File: config.mk
export PLATFORM = sky130hd
export DESIGN_NAME = c_string_unescape_decoder
export DESIGN_NICKNAME = d
export VERILOG_FILES = /design/src/hdl/cud_pkg.sv /design/src/hdl/cud_front.sv /design/src/hdl/cud_queue.sv /design/src/hdl/cud_back.sv /design/src/hdl/c_string_unescape_decoder.sv
export VERILOG_INCLUDE_DIRS = /design/src /design/src/hdl
export SDC_FILE = /design/constraint.sdc
export NUM_CORES = 1
export LEC_CHECK = 0
export BUFFER_PORTS_ARGS = -buffer_cell sky130_fd_sc_hd__buf_2
export CAP_MARGIN = 20
export CELL_PAD_IN_SITES_DETAIL_PLACEMENT = 1
export CELL_PAD_IN_SITES_GLOBAL_PLACEMENT = 2
export CORE_ASPECT_RATIO = 1.75
export CORE_UTILIZATION = 47
export DETAILED_ROUTE_END_ITERATION = 16
export GPL_TIMING_DRIVEN = 0
export PLACE_DENSITY_LB_ADDON = 0.3
export SETUP_SLACK_MARGIN = 0.15
export SYNTH_ARGS = -nofsm -noshare
export SYNTH_HDL_FRONTEND = slang
export SYNTH_SLANG_ARGS = --single-unit
File: constraint.sdc
create_clock -name clk -period 9.3 [get_ports clk]
set_clock_uncertainty 0.05 [all_clocks]
set_input_delay 0.465 -clock clk [delete_from_list [all_inputs] [get_ports clk]]
set_output_delay 0.465 -clock clk [all_outputs]
set_load 0.01 [all_outputs]
File: src/hdl/c_string_unescape_decoder_assert.svh
// Assertion macros shared by the escape decoder modules.
`ifndef C_STRING_UNESCAPE_DECODER_ASSERT_SVH
`define C_STRING_UNESCAPE_DECODER_ASSERT_SVH

`ifndef ASSERT_OFF
// Check a property on every rising clk edge outside of reset.
`define CUD_ASSERT(label, prop) \
    label: assert property (@(posedge clk) disable iff (!rst_n) (prop)) \
        else $error("escape decoder check failed");
// Check that a condition never holds outside of reset.
`define CUD_NEVER(label, cond) \
    label: assert property (@(posedge clk) disable iff (!rst_n) !(cond)) \
        else $error("escape decoder forbidden condition seen");
`else
`define CUD_ASSERT(label, prop)
`define CUD_NEVER(label, cond)
`endif

`endif

File: src/hdl/cud_pkg.sv
// Shared types, codes and byte helpers of the escape decoder.
package cud_pkg;

    localparam int QUEUE_DEPTH = 4;
    localparam int QUEUE_AW    = $clog2(QUEUE_DEPTH);

    localparam logic [7:0] CH_BACKSLASH = 8'h5c;
    localparam logic [7:0] CH_ZERO      = 8'h30;
    localparam logic [7:0] CH_SEVEN     = 8'h37;
    localparam logic [7:0] CH_NINE      = 8'h39;
    localparam logic [7:0] CH_LOW_A     = 8'h61;
    localparam logic [7:0] CH_LOW_F     = 8'h66;
    localparam logic [7:0] CH_UP_A      = 8'h41;
    localparam logic [7:0] CH_UP_F      = 8'h46;
    localparam logic [7:0] CH_LOW_X     = 8'h78;
    localparam logic [7:0] CH_UP_X      = 8'h58;
    localparam logic [7:0] BYTE_MAX     = 8'hff;

    typedef enum logic [2:0] {
        MODE_TEXT      = 3'd0,
        MODE_ESC       = 3'd1,
        MODE_OCT       = 3'd2,
        MODE_HEX_FIRST = 3'd3,
        MODE_HEX       = 3'd4,
        MODE_DISCARD   = 3'd5
    } mode_t;

    typedef enum logic [2:0] {
        STATUS_OK            = 3'd0,
        STATUS_END_BACKSLASH = 3'd1,
        STATUS_END_HEX       = 3'd2,
        STATUS_BAD_HEX       = 3'd3,
        STATUS_OVER_RANGE    = 3'd4,
        STATUS_UNKNOWN_ESC   = 3'd5
    } status_t;

    // One decoded result
    typedef struct packed {
        logic [7:0] out_byte;
        logic       has_byte;
        status_t    status;
        logic       last_result;
    } result_t;

    // Results caused by one input word: one or two
    typedef struct packed {
        logic    two;
        result_t r0;
        result_t r1;
    } entry_t;

    typedef struct packed {
        logic   valid;
        entry_t entry;
    } push_t;

    function automatic result_t make_result(logic [7:0] b, logic has, status_t st,
                                            logic last);
        result_t r;
        r.out_byte    = b;
        r.has_byte    = has;
        r.status      = st;
        r.last_result = last;
        return r;
    endfunction

    function automatic logic is_oct(logic [7:0] b);
        return (b >= CH_ZERO) && (b <= CH_SEVEN);
    endfunction

    function automatic logic is_hex(logic [7:0] b);
        return ((b >= CH_ZERO) && (b <= CH_NINE)) ||
               ((b >= CH_LOW_A) && (b <= CH_LOW_F)) ||
               ((b >= CH_UP_A) && (b <= CH_UP_F));
    endfunction

    function automatic logic [3:0] hex_digit(logic [7:0] b);
        logic [7:0] t;
        t = b - CH_ZERO;
        if (b >= CH_LOW_A) begin
            t = b - CH_LOW_A + 8'd10;
        end
        else if (b >= CH_UP_A) begin
            t = b - CH_UP_A + 8'd10;
        end
        return t[3:0];
    endfunction

    // Single-letter escapes: {hit, value}
    function automatic logic [8:0] esc_lookup(logic [7:0] b);
        logic [8:0] r;
        unique case (b)
            8'h61:   r = {1'b1, 8'd7};
            8'h62:   r = {1'b1, 8'd8};
            8'h66:   r = {1'b1, 8'd12};
            8'h6e:   r = {1'b1, 8'd10};
            8'h72:   r = {1'b1, 8'd13};
            8'h74:   r = {1'b1, 8'd9};
            8'h76:   r = {1'b1, 8'd11};
            8'h5c:   r = {1'b1, 8'd92};
            8'h3f:   r = {1'b1, 8'd63};
            8'h27:   r = {1'b1, 8'd39};
            8'h22:   r = {1'b1, 8'd34};
            default: r = 9'd0;
        endcase
        return r;
    endfunction

endpackage

File: src/hdl/cud_front.sv
// Front end: accepts source words, tracks escape state and builds results.
`include "c_string_unescape_decoder_assert.svh"

module cud_front (
    input  logic           clk,
    input  logic           rst_n,
    input  logic           in_valid,
    output logic           in_ready,
    input  logic [7:0]     in_byte,
    input  logic           end_of_string,
    input  logic           space,
    output cud_pkg::push_t push
);
    import cud_pkg::*;

    mode_t      mode_reg, mode_next;
    logic [8:0] acc_reg, acc_next;
    logic [1:0] cnt_reg, cnt_next;
    logic       ovf_reg, ovf_next;
    status_t    err_reg, err_next;

    logic        accept;
    logic        b_oct, b_hex, b_bs, b_x;
    logic [3:0]  hv;
    logic [8:0]  esc;
    logic [8:0]  oct_acc;
    logic [1:0]  cnt_inc;
    logic [12:0] hex_nv;
    logic        hex_big;
    logic        e;
    logic        v0, v1;
    result_t     r0, r1;
    result_t     text_res;
    logic        text_has;

    assign in_ready = space;
    assign accept   = in_valid && in_ready;
    assign e        = end_of_string;

    // Classify the incoming byte
    assign b_oct   = is_oct(in_byte);
    assign b_hex   = is_hex(in_byte);
    assign b_bs    = (in_byte == CH_BACKSLASH);
    assign b_x     = (in_byte == CH_LOW_X) || (in_byte == CH_UP_X);
    assign hv      = hex_digit(in_byte);
    assign esc     = esc_lookup(in_byte);
    assign oct_acc = {acc_reg[5:0], in_byte[2:0]};
    assign cnt_inc = cnt_reg + 2'd1;
    assign hex_nv  = {acc_reg, 4'b0000} + {9'd0, hv};
    assign hex_big = (hex_nv[12:8] != 5'd0);

    // Plain text handling of the current byte
    always_comb
    begin
        text_has = 1'b1;
        text_res = make_result(in_byte, 1'b1, STATUS_OK, e);
        if (b_bs) begin
            text_has = e;
            text_res = make_result(8'd0, 1'b0, STATUS_END_BACKSLASH, e);
        end
    end

    // Next state
    always_comb
    begin
        mode_next = mode_reg;
        acc_next  = acc_reg;
        cnt_next  = cnt_reg;
        ovf_next  = ovf_reg;
        err_next  = err_reg;
        unique case (mode_reg)
            MODE_TEXT: begin
                mode_next = b_bs ? MODE_ESC : MODE_TEXT;
            end
            MODE_ESC: begin
                priority if (esc[8]) begin
                    mode_next = MODE_TEXT;
                end
                else if (b_x) begin
                    mode_next = MODE_HEX_FIRST;
                end
                else if (b_oct) begin
                    mode_next = MODE_OCT;
                    acc_next  = {6'd0, in_byte[2:0]};
                    cnt_next  = 2'd1;
                end
                else begin
                    mode_next = MODE_DISCARD;
                    err_next  = STATUS_UNKNOWN_ESC;
                end
            end
            MODE_OCT: begin
                if (b_oct) begin
                    acc_next = oct_acc;
                    cnt_next = cnt_inc;
                    if (cnt_inc == 2'd3) begin
                        cnt_next = 2'd0;
                        if (oct_acc > {1'b0, BYTE_MAX}) begin
                            mode_next = MODE_DISCARD;
                            err_next  = STATUS_OVER_RANGE;
                        end
                        else begin
                            mode_next = MODE_TEXT;
                        end
                    end
                end
                else begin
                    cnt_next  = 2'd0;
                    mode_next = b_bs ? MODE_ESC : MODE_TEXT;
                end
            end
            MODE_HEX_FIRST: begin
                if (b_hex) begin
                    acc_next  = {5'd0, hv};
                    ovf_next  = 1'b0;
                    mode_next = MODE_HEX;
                end
                else begin
                    mode_next = MODE_DISCARD;
                    err_next  = STATUS_BAD_HEX;
                end
            end
            MODE_HEX: begin
                priority if (b_hex) begin
                    ovf_next = ovf_reg || hex_big;
                    acc_next = hex_nv[8:0];
                end
                else if (ovf_reg) begin
                    mode_next = MODE_DISCARD;
                    err_next  = STATUS_OVER_RANGE;
                end
                else begin
                    mode_next = b_bs ? MODE_ESC : MODE_TEXT;
                end
            end
            default: begin
                mode_next = mode_reg;
            end
        endcase
        // Return to reset state after the last byte
        if (e) begin
            mode_next = MODE_TEXT;
            acc_next  = 9'd0;
            cnt_next  = 2'd0;
            ovf_next  = 1'b0;
            err_next  = STATUS_OK;
        end
    end

    // Results of the current byte
    always_comb
    begin
        v0 = 1'b0;
        v1 = 1'b0;
        r0 = make_result(8'd0, 1'b0, STATUS_OK, 1'b0);
        r1 = make_result(8'd0, 1'b0, STATUS_OK, 1'b0);
        unique case (mode_reg)
            MODE_TEXT: begin
                v0 = text_has;
                r0 = text_res;
            end
            MODE_ESC: begin
                v0 = 1'b1;
                priority if (esc[8]) begin
                    r0 = make_result(esc[7:0], 1'b1, STATUS_OK, e);
                end
                else if (b_x) begin
                    v0 = e;
                    r0 = make_result(8'd0, 1'b0, STATUS_END_HEX, e);
                end
                else if (b_oct) begin
                    v0 = e;
                    r0 = make_result({5'd0, in_byte[2:0]}, 1'b1, STATUS_OK, e);
                end
                else begin
                    r0 = make_result(8'd0, 1'b0, STATUS_UNKNOWN_ESC, e);
                end
            end
            MODE_OCT: begin
                if (b_oct) begin
                    if (cnt_inc == 2'd3) begin
                        v0 = 1'b1;
                        if (oct_acc > {1'b0, BYTE_MAX}) begin
                            r0 = make_result(8'd0, 1'b0, STATUS_OVER_RANGE, e);
                        end
                        else begin
                            r0 = make_result(oct_acc[7:0], 1'b1, STATUS_OK, e);
                        end
                    end
                    else begin
                        v0 = e;
                        r0 = make_result(oct_acc[7:0], 1'b1, STATUS_OK, e);
                    end
                end
                else begin
                    v0 = 1'b1;
                    r0 = make_result(acc_reg[7:0], 1'b1, STATUS_OK, 1'b0);
                    v1 = text_has;
                    r1 = text_res;
                end
            end
            MODE_HEX_FIRST: begin
                if (b_hex) begin
                    v0 = e;
                    r0 = make_result({4'd0, hv}, 1'b1, STATUS_OK, e);
                end
                else begin
                    v0 = 1'b1;
                    r0 = make_result(8'd0, 1'b0, STATUS_BAD_HEX, e);
                end
            end
            MODE_HEX: begin
                priority if (b_hex) begin
                    v0 = e;
                    if (ovf_reg || hex_big) begin
                        r0 = make_result(8'd0, 1'b0, STATUS_OVER_RANGE, e);
                    end
                    else begin
                        r0 = make_result(hex_nv[7:0], 1'b1, STATUS_OK, e);
                    end
                end
                else if (ovf_reg) begin
                    v0 = 1'b1;
                    r0 = make_result(8'd0, 1'b0, STATUS_OVER_RANGE, e);
                end
                else begin
                    v0 = 1'b1;
                    r0 = make_result(acc_reg[7:0], 1'b1, STATUS_OK, 1'b0);
                    v1 = text_has;
                    r1 = text_res;
                end
            end
            default: begin
                v0 = e;
                r0 = make_result(8'd0, 1'b0, err_reg, 1'b1);
            end
        endcase
    end

    // Hand results of an accepted word to the queue
    always_comb
    begin
        push.valid     = accept && v0;
        push.entry.two = v1;
        push.entry.r0  = r0;
        push.entry.r1  = r1;
    end

    // Advance the escape state on each accepted word
    always_ff @(posedge clk or negedge rst_n)
    begin
        if (!rst_n) begin
            mode_reg <= MODE_TEXT;
            acc_reg  <= 9'd0;
            cnt_reg  <= 2'd0;
            ovf_reg  <= 1'b0;
            err_reg  <= STATUS_OK;
        end
        else if (accept) begin
            mode_reg <= mode_next;
            acc_reg  <= acc_next;
            cnt_reg  <= cnt_next;
            ovf_reg  <= ovf_next;
            err_reg  <= err_next;
        end
    end

    `CUD_ASSERT(a_discard_has_error, (mode_reg == MODE_DISCARD) |-> (err_reg != STATUS_OK))
    `CUD_ASSERT(a_end_clears_mode, (accept && e) |=> (mode_reg == MODE_TEXT))
    `CUD_ASSERT(a_end_gives_result, (accept && e) |-> push.valid)

endmodule

File: src/hdl/cud_queue.sv
// Short queue of result entries between the front and back ends.
`include "c_string_unescape_decoder_assert.svh"

module cud_queue (
    input  logic            clk,
    input  logic            rst_n,
    input  cud_pkg::push_t  push,
    output logic            space,
    output logic            head_valid,
    output cud_pkg::entry_t head,
    input  logic            pop
);
    import cud_pkg::*;

    localparam logic [QUEUE_AW:0] DEPTH_CNT = (QUEUE_AW + 1)'(QUEUE_DEPTH);

    entry_t              slot_reg [QUEUE_DEPTH];
    logic [QUEUE_AW-1:0] wr_ptr_reg, wr_ptr_next;
    logic [QUEUE_AW-1:0] rd_ptr_reg, rd_ptr_next;
    logic [QUEUE_AW:0]   count_reg, count_next;

    assign space      = (count_reg != DEPTH_CNT);
    assign head_valid = (count_reg != '0);
    assign head       = slot_reg[rd_ptr_reg];

    // Advance pointers and fill count
    always_comb
    begin
        wr_ptr_next = wr_ptr_reg + QUEUE_AW'(push.valid);
        rd_ptr_next = rd_ptr_reg + QUEUE_AW'(pop);
        count_next  = count_reg + (QUEUE_AW + 1)'(push.valid)
                                - (QUEUE_AW + 1)'(pop);
    end

    always_ff @(posedge clk or negedge rst_n)
    begin
        if (!rst_n) begin
            wr_ptr_reg <= '0;
            rd_ptr_reg <= '0;
            count_reg  <= '0;
        end
        else begin
            wr_ptr_reg <= wr_ptr_next;
            rd_ptr_reg <= rd_ptr_next;
            count_reg  <= count_next;
        end
    end

    // Store pushed entries
    always_ff @(posedge clk)
    begin
        if (push.valid) begin
            slot_reg[wr_ptr_reg] <= push.entry;
        end
    end

    `CUD_NEVER(a_no_overflow, push.valid && !space)
    `CUD_NEVER(a_no_underflow, pop && !head_valid)

endmodule

File: src/hdl/cud_back.sv
// Back end: drains queued entries one result at a time into the output register.
`include "c_string_unescape_decoder_assert.svh"

module cud_back (
    input  logic              clk,
    input  logic              rst_n,
    input  logic              head_valid,
    input  cud_pkg::entry_t   head,
    output logic              pop,
    output logic              out_valid,
    input  logic              out_ready,
    output cud_pkg::result_t  out_res
);
    import cud_pkg::*;

    logic    sel_reg, sel_next;
    logic    out_valid_reg, out_valid_next;
    result_t res_reg, res_next;
    logic    load;
    result_t cur;

    // Pick the next result of the head entry
    assign cur  = sel_reg ? head.r1 : head.r0;
    assign load = head_valid && (!out_valid_reg || out_ready);
    assign pop  = load && (sel_reg || !head.two);

    always_comb
    begin
        sel_next       = sel_reg;
        out_valid_next = out_valid_reg;
        res_next       = res_reg;
        if (load) begin
            sel_next       = !pop;
            out_valid_next = 1'b1;
            res_next       = cur;
        end
        else if (out_ready) begin
            out_valid_next = 1'b0;
        end
    end

    always_ff @(posedge clk or negedge rst_n)
    begin
        if (!rst_n) begin
            sel_reg       <= 1'b0;
            out_valid_reg <= 1'b0;
        end
        else begin
            sel_reg       <= sel_next;
            out_valid_reg <= out_valid_next;
        end
    end

    // Hold payload until taken
    always_ff @(posedge clk)
    begin
        res_reg <= res_next;
    end

    assign out_valid = out_valid_reg;
    assign out_res   = res_reg;

    `CUD_ASSERT(a_second_pending, sel_reg |-> (head_valid && head.two))
    `CUD_ASSERT(a_error_has_status,
                (out_valid_reg && !res_reg.has_byte) |-> (res_reg.status != STATUS_OK))

endmodule

File: src/hdl/c_string_unescape_decoder.sv
// C escape sequence decoder: front end, result queue and output sequencer.
// A word's first result reaches the outputs through the result queue and the output register.
// Throughput: one word per cycle while each word gives one result and out_ready is high;
// the single output register drains one result per cycle, so two-result words fill the queue.
// Reset clears escape state, the queue and the output register; no clearing pass.
module c_string_unescape_decoder (
    input  logic       clk,
    input  logic       rst_n,
    input  logic       in_valid,
    output logic       in_ready,
    input  logic [7:0] in_byte,
    input  logic       end_of_string,
    output logic       out_valid,
    input  logic       out_ready,
    output logic [7:0] out_byte,
    output logic       has_byte,
    output logic [2:0] status,
    output logic       last_result
);
    import cud_pkg::*;

    push_t   push;
    logic    space;
    logic    head_valid;
    entry_t  head;
    logic    pop;
    result_t out_res;

    cud_front u_front (
        .clk           (clk),
        .rst_n         (rst_n),
        .in_valid      (in_valid),
        .in_ready      (in_ready),
        .in_byte       (in_byte),
        .end_of_string (end_of_string),
        .space         (space),
        .push          (push)
    );

    cud_queue u_queue (
        .clk        (clk),
        .rst_n      (rst_n),
        .push       (push),
        .space      (space),
        .head_valid (head_valid),
        .head       (head),
        .pop        (pop)
    );

    cud_back u_back (
        .clk        (clk),
        .rst_n      (rst_n),
        .head_valid (head_valid),
        .head       (head),
        .pop        (pop),
        .out_valid  (out_valid),
        .out_ready  (out_ready),
        .out_res    (out_res)
    );

    // Drive output fields
    assign out_byte    = out_res.out_byte;
    assign has_byte    = out_res.has_byte;
    assign status      = out_res.status;
    assign last_result = out_res.last_result;

endmodule
Yosys cells after proc, flatten, opt, wreduce, memory -nomap -nowiden
Memories as Yosys holds them, arrays and structs flattened.
Index checks and enable logic that the tools add are counted.
- flip-flop bits (word level): 40
- bits in writable memories: 108
- input port bits: 13
- output and inout port bits: 15
- logic and storage cells: 175
- memories: 1
- memory list (name ; words ; width ; rd ports ; clocked after memory_dff ; write ports ; line ; RTL):
    u_queue.slot_reg ; 4 ; 27 ; 1 ; 0 ; 1 ; cud_queue.sv:17 ; entry_t slot_reg [QUEUE_DEPTH];
- add/subtract/negate cells: 11
- $lt $le $gt $ge: 8
- equality and inequality tests: 32
- muxes and demuxes: 78
- reduce and logical (&&, ||, !) cells: 31
- operator list (kind ; number):
    2-to-1 mux 13 bit ; 13
    one-hot mux 9 bit (11 select lines) ; 1
    equality test 8 x 7 -> 1 bit (second input constant) ; 10
    2-to-1 mux 9 bit ; 8
    one-hot mux 13 bit (5 select lines) ; 1
    2-to-1 mux 3 bit ; 19
    one-hot mux 9 bit (4 select lines) ; 1
    one-hot mux 13 bit (2 select lines) ; 1
    equality test 8 x 6 -> 1 bit (second input constant) ; 3
    inequality test 3 x 2 -> 1 bit (second input constant) ; 7
    2-to-1 mux 1 bit ; 19
    inequality test 3 bit (second input constant) ; 6
    greater-or-equal comparator 8 x 7 -> 1 bit (second input constant) ; 2
    less-or-equal comparator 8 x 6 -> 1 bit (second input constant) ; 2
    less-or-equal comparator 8 x 7 -> 1 bit (second input constant) ; 2
    one-hot mux 3 bit (5 select lines) ; 1
    adder 13 x 4 -> 13 bit ; 1
    2-to-1 mux 2 bit ; 6
    one-hot mux 3 bit (4 select lines) ; 1
    subtractor 4 x 1 -> 4 bit (second input constant) ; 3
    AND reduction 11 bit ; 1
    nonzero test 5 bit ; 2
    > comparator 9 x 8 -> 1 bit (second input constant) ; 1
    nonzero test 3 bit ; 3
    other kinds (26) ; 46

Longest topological paths before layout
- word-level depth: 10
- gate-level depth with buffers: 12
- gate-level depth less buffers: 12

By module
From an unflattened synthesis, not the netlist that was laid out.
- cells, all modules: 549
- area total of the unflattened synthesis: 7452.1 um^2
- modules (own cells, without submodules) (module ; instances ; cells an instance ; area an instance (um^2) ; seq. area each (um^2)):
    cud_queue ; 1 ; 166 ; 4290.4 ; 3418.3
    cud_front ; 1 ; 346 ; 2468.6 ; 450.4
    cud_back ; 1 ; 37 ; 693.2 ; 440.4

Worst setup path after synthesis
No wires, ideal clock.
- kind: input port to flip-flop
- start point: input in_byte[0]
- end point: memory u_queue.slot_reg[1][0] (netlist bit), enable pin
- library setup time: 0.444 ns
- arrival time: 4.071 ns
- data required time: 8.806 ns
- path slack: 4.735 ns
- stages: 8
- path buffers: 0
- path through: inv_1 -> ha_1 -> or4b_4 -> nor4b_4 -> a211oi_4 -> o22ai_1 -> a41o_1 -> nor3b_1
- cells in the longest elaborated chain, start to end: 9
- elaborated cells between the ends (all ways): 38
- those cells by class: 7 x order compare; 13 x eq/ne; 10 x mux; 8 x reduce/logical
- ends and longest elaborated chain (element ; line ; RTL):
    start, declared ; c_string_unescape_decoder.sv:11 ; input logic [7:0] in_byte,
    greater-or-equal comparator 8 x 6 -> 1 bit, or another cell as far along ; cud_pkg.sv:68, cud_pkg.sv:72 ;
    logical AND 1 bit, on equally long branches ; cud_pkg.sv:68, cud_pkg.sv:72, cud_pkg.sv:73 ;
    2-to-1 mux 1 bit or logical OR 1 bit (tied branches) ; cud_front.sv:171, cud_pkg.sv:72 ;
    2-to-1 mux 1 bit or logical OR 1 bit (tied branches) ; cud_front.sv:167, cud_pkg.sv:73 ;
    2-to-1 mux 1 bit, on equally long branches ; cud_front.sv:164, cud_front.sv:213 ;
    one-hot mux 1 bit (4 select lines) (*) ; cud_front.sv:157 ; unique case (mode_reg)
    logical AND 1 bit (*) ; cud_front.sv:243 ; push.valid = accept && v0;
    2-to-1 mux 1 bit (*) ; cud_queue.sv:52 ; if (push.valid) begin
    2-to-1 mux 1 bit (implied by the code) (*) ; cud_queue.sv:53 ; slot_reg[wr_ptr_reg] <= push.entry;
    end, declared ; cud_queue.sv:17 ;
Mark *: on every way between the ends. The rest lies on a longest branch, timed or not.

Worst setup path in the final report
- start point: input in_byte[0]
- end point: memory u_queue.slot_reg[1][21] (netlist bit), enable pin
Same word-level chain as after synthesis.

==> metrics.txt <==
result of the run finished clean; CTS hold repair buffers 0; Rel. slew slack 0.295; cell at the slowest stage of the critical path sky130_fd_sc_hd__nor3b_2; largest fanout on the critical path 11; netlist area before placement 6990 um^2; number of DRC violations after detailed-routing iteration 0 279; num rows 58; number of global-route vias before repair 5484; fin area 8040 um^2; core area 14400 um^2; antenna diode count 0; Critical Path Start Type input port; number of placed instances with taps included 763; cts bufs inserted 17; final total negative setup slack 0 ns; die footprint 15400 um^2; leading cell types by total area after synthesis sky130_fd_sc_hd__edfxtp_1 49%, sky130_fd_sc_hd__dfrtp_1 9.7%, sky130_fd_sc_hd__mux4_2 8.1%, sky130_fd_sc_hd__nand2_1 3.7%, sky130_fd_sc_hd__nor2_1 1.8%; clock tree from TritonCTS yes; Clock Latency Late Sink 0.42 ns; cell class contributing the biggest share of worst-path delay simple AND/OR/NAND/NOR gates; wire length reported by the detailed router 20.7 mm; Clock transition at path regs 0.07 ns; kind of path behind the tightest hold check in -> async; Final Power 2.15 mW; RSZ-0062 raised after global routing no; antenna viol nets, final 0; CTS sink count 140; Distinct cells, synth 76; Synth top area share 0.485; final cycle utilization of the critical path 0.406; final worst-path setup slack 5.53 ns; Hold Fails Final Rpt 0; Max Cap Violations 0; worst-case setup slack after placement 5.12 ns; proportion of synthesized flip-flops having asynchronous set or reset 0.193; clock group share of total power 0.312; top_reg_cell synth sky130_fd_sc_hd__edfxtp_1; die height 163 um; first-pass detailed-route iteration total 6; delay of the slowest cell on the worst path 0.60 ns; number of cells on the worst reg-to-reg path 9; power density normalized to cell area 268 nW/um^2; Mapped Avg Cell Area 12.7 um^2; layout-stage area growth over the synthesis result 15.0%; critical path endpoint category register; wire length of the first global-routing pass 32.2 mm; min Tclk post-route 3.77 ns; switching portion of total power 0.315; CTS HTree Levels 4; logic depth of the worst setup path including buffers 11; number of cells in the finished layout apart from fillers 795; number of vias per cell 6.40; part of the Yosys area used for sequential elements 0.582; gp weighted congestion 0.919; Placement Cell Area 7460 um^2; routed wire length per instance 26.0 um; Post-layout nets 624; sequential share of power 0.420; Synth Instances 550; Post-Syn Nets 572; internal portion of total power 1.47 mW; multi-input gate area in the final layout 2740 um^2; number of filler instances in the final layout 1463; cell type with the highest aggregate area in the netlist sky130_fd_sc_hd__edfxtp_1; initial core utilization 0.484; Slew Viols, Final 0; FF+latch area 4070 um^2; number of synthesized register bits 140; cell breakdown of the critical path buf_2, inv_1, ha_1, or4b_4, nor4b_4, a211oi_4, o22ai_1, a41o_1, nor3b_2, buf_6, buf_6; root buffer cell sky130_fd_sc_hd__clkbuf_16; Synth Warn # 0; number of antenna violations at the first check in global routing 0; DRC Markers 0; static power due to leakage 2.90 nW; count of boundary I/O pins 28; Buf+Inv Stages, Crit Path 4; peak supply drop 0.000141 V; switching power total 0.679 mW; maximum clock insertion buffer count 2; type of the setup path with the least slack in -> reg; post-cts repair resize count 0; I/O Buffers 26; worst path arrival time 3.85 ns; All-Layer GR Usage 0.293; cell repeated most along the worst path sky130_fd_sc_hd__buf_6; post-CTS setup repair buffer count 0; number of flops mapped to enable cells by yosys 113; number of flip-flops under the largest register name 100; maximum number of pins on one net before global-route repair 28; Required @ worst endpoint 9.37 ns; via total after detailed routing 5086; leading cell types by count after synthesis 113 x sky130_fd_sc_hd__edfxtp_1, 68 x sky130_fd_sc_hd__nand2_1, 34 x sky130_fd_sc_hd__nor2_1; combinational power share 0.268; Die X 94.2 um; sum of overflow across all layers after global routing 0; share of layout cells above drive strength 1 0.197; transition time of the tightest slew-check pin 1.05 ns; fmax 0.265 GHz; most frequently used cell type in the post-synthesis netlist sky130_fd_sc_hd__edfxtp_1; final HPWL from detailed placement 15.3 mm; number of failing setup endpoints in the final timing report 0
## kinds of logic after synthesis
| logic type | after synthesis | synth area share |
|---|---|---|
| AOI/OAI and AO/OA | 114 | 0.121 |
| xor gates and xnor gates | 9 | 0.0113 |
| adders and majority gates | 9 | 0.0172 |
| buffers and inverters | 47 | 0.0281 |
| DFF | 140 | 0.582 |
| muxes | 33 | 0.0929 |
| and+or+nand+nor | 198 | 0.148 |
## power by group through the flow
| stage | combinational [mW] | clock, mW | sequential [mW] |
|---|---|---|---|
| 2_1_floorplan | 0.359 | 0 | 0.915 |
| 3_3_place_gp | 0.512 | 0 | 0.906 |
| 3_5_place_dp | 0.579 | 0 | 0.918 |
| 4_1_cts | 0.587 | 0.677 | 0.907 |
| 5_1_grt | 0.632 | 0.696 | 0.917 |
| 6_report | 0.576 | 0.671 | 0.905 |
## metal layers
| layer | share of wire | global-route usage | routed length (um) |
|---|---|---|---|
| met4 | 0.047 | 0.160 | 981 |
| met1 | 0.35 | 0.322 | 7320 |
| met3 | 0.042 | 0.0405 | 865 |
| met5 | 0 | 0 | 0 |
| met2 | 0.56 | 0.532 | 11500 |
## metrics by stage
step                       util  hold slack [ns]
after CTS                 0.556           0.0407
after floorplan               -            0.119
final                     0.556           0.0271
after detailed placement  0.516            0.432
after global placement    0.509            0.423
after global routing      0.556           0.0788
## cell usage in the layout, fill, tap and decap left out, types with 4 or more instances in the layout
master / count
sky130_fd_sc_hd__nand2_1: 68
sky130_fd_sc_hd__clkbuf_1: 20
sky130_fd_sc_hd__inv_1: 17
sky130_fd_sc_hd__o211ai_1: 5
sky130_fd_sc_hd__xor2_1: 4
sky130_fd_sc_hd__mux2_2: 5
sky130_fd_sc_hd__inv_6: 5
sky130_fd_sc_hd__nand4_1: 5
sky130_fd_sc_hd__clkbuf_16: 17
sky130_fd_sc_hd__nand3_1: 17
sky130_fd_sc_hd__ha_1: 8
sky130_fd_sc_hd__a22o_1: 10
sky130_fd_sc_hd__xnor2_1: 5
sky130_fd_sc_hd__o21ai_0: 23
sky130_fd_sc_hd__nor3b_1: 4
sky130_fd_sc_hd__a21oi_1: 19
sky130_fd_sc_hd__dfrtp_1: 27
sky130_fd_sc_hd__o2bb2ai_1: 4
sky130_fd_sc_hd__and2_1: 13
sky130_fd_sc_hd__nor3_1: 14
sky130_fd_sc_hd__o31ai_1: 4
sky130_fd_sc_hd__nor2b_1: 4
sky130_fd_sc_hd__edfxtp_1: 113
sky130_fd_sc_hd__nor2_1: 33
sky130_fd_sc_hd__buf_1: 4
sky130_fd_sc_hd__mux4_2: 25
sky130_fd_sc_hd__buf_2: 30
sky130_fd_sc_hd__and3_1: 8
sky130_fd_sc_hd__buf_6: 8
sky130_fd_sc_hd__a31oi_1: 10
## worst paths after layout
| path | startpoint | to | slack, ns |
|---|---|---|---|
| worst max-delay path | in_byte[0] | u_queue.slot_reg[1][21]$_DFFE_PP_ | 5.53 |
| worst min-delay path | rst_n | u_front.err_reg[1]$_DFFE_PN0P_ | 0.03 |
| worst max register to register | u_front.mode_reg[2]$_DFFE_PN0P_ | u_queue.slot_reg[1][21]$_DFFE_PP_ | 5.67 |
| worst min register to register | u_front.acc_reg[8]$_DFFE_PN0P_ | u_front.acc_reg[8]$_DFFE_PN0P_ | 0.45 |
| max in group asynchronous | rst_n | u_queue.rd_ptr_reg[1]$_DFF_PN0_ | 8.72 |
| min in group clk | out_ready | u_back.out_valid$_DFFE_PN0P_ | 0.27 |
## worst register-to-register path: stages (launching register included)
cell and delay [ns]:
sky130_fd_sc_hd__dfrtp_1 0.42, sky130_fd_sc_hd__clkbuf_1 0.25, sky130_fd_sc_hd__nor2_1 0.47, sky130_fd_sc_hd__inv_1 0.21, sky130_fd_sc_hd__nor2_1 0.42, sky130_fd_sc_hd__nand2_1 0.11
sky130_fd_sc_hd__a41o_1 0.33, sky130_fd_sc_hd__nor3b_2 0.60, sky130_fd_sc_hd__buf_6 0.27, sky130_fd_sc_hd__buf_6 0.19
## cell type report
cell class / count / share of cell area
timing repair buffer: 33 / 0.0280
multi-input combinational: 363 / 0.341
clock buffer: 18 / 0.0534
inverter: 18 / 0.00841
sequential: 140 / 0.506
tap: 180 / 0.0280
clock inverter: 14 / 0.0185
buffer: 29 / 0.0160
Power figures use the tool's default switching activity.
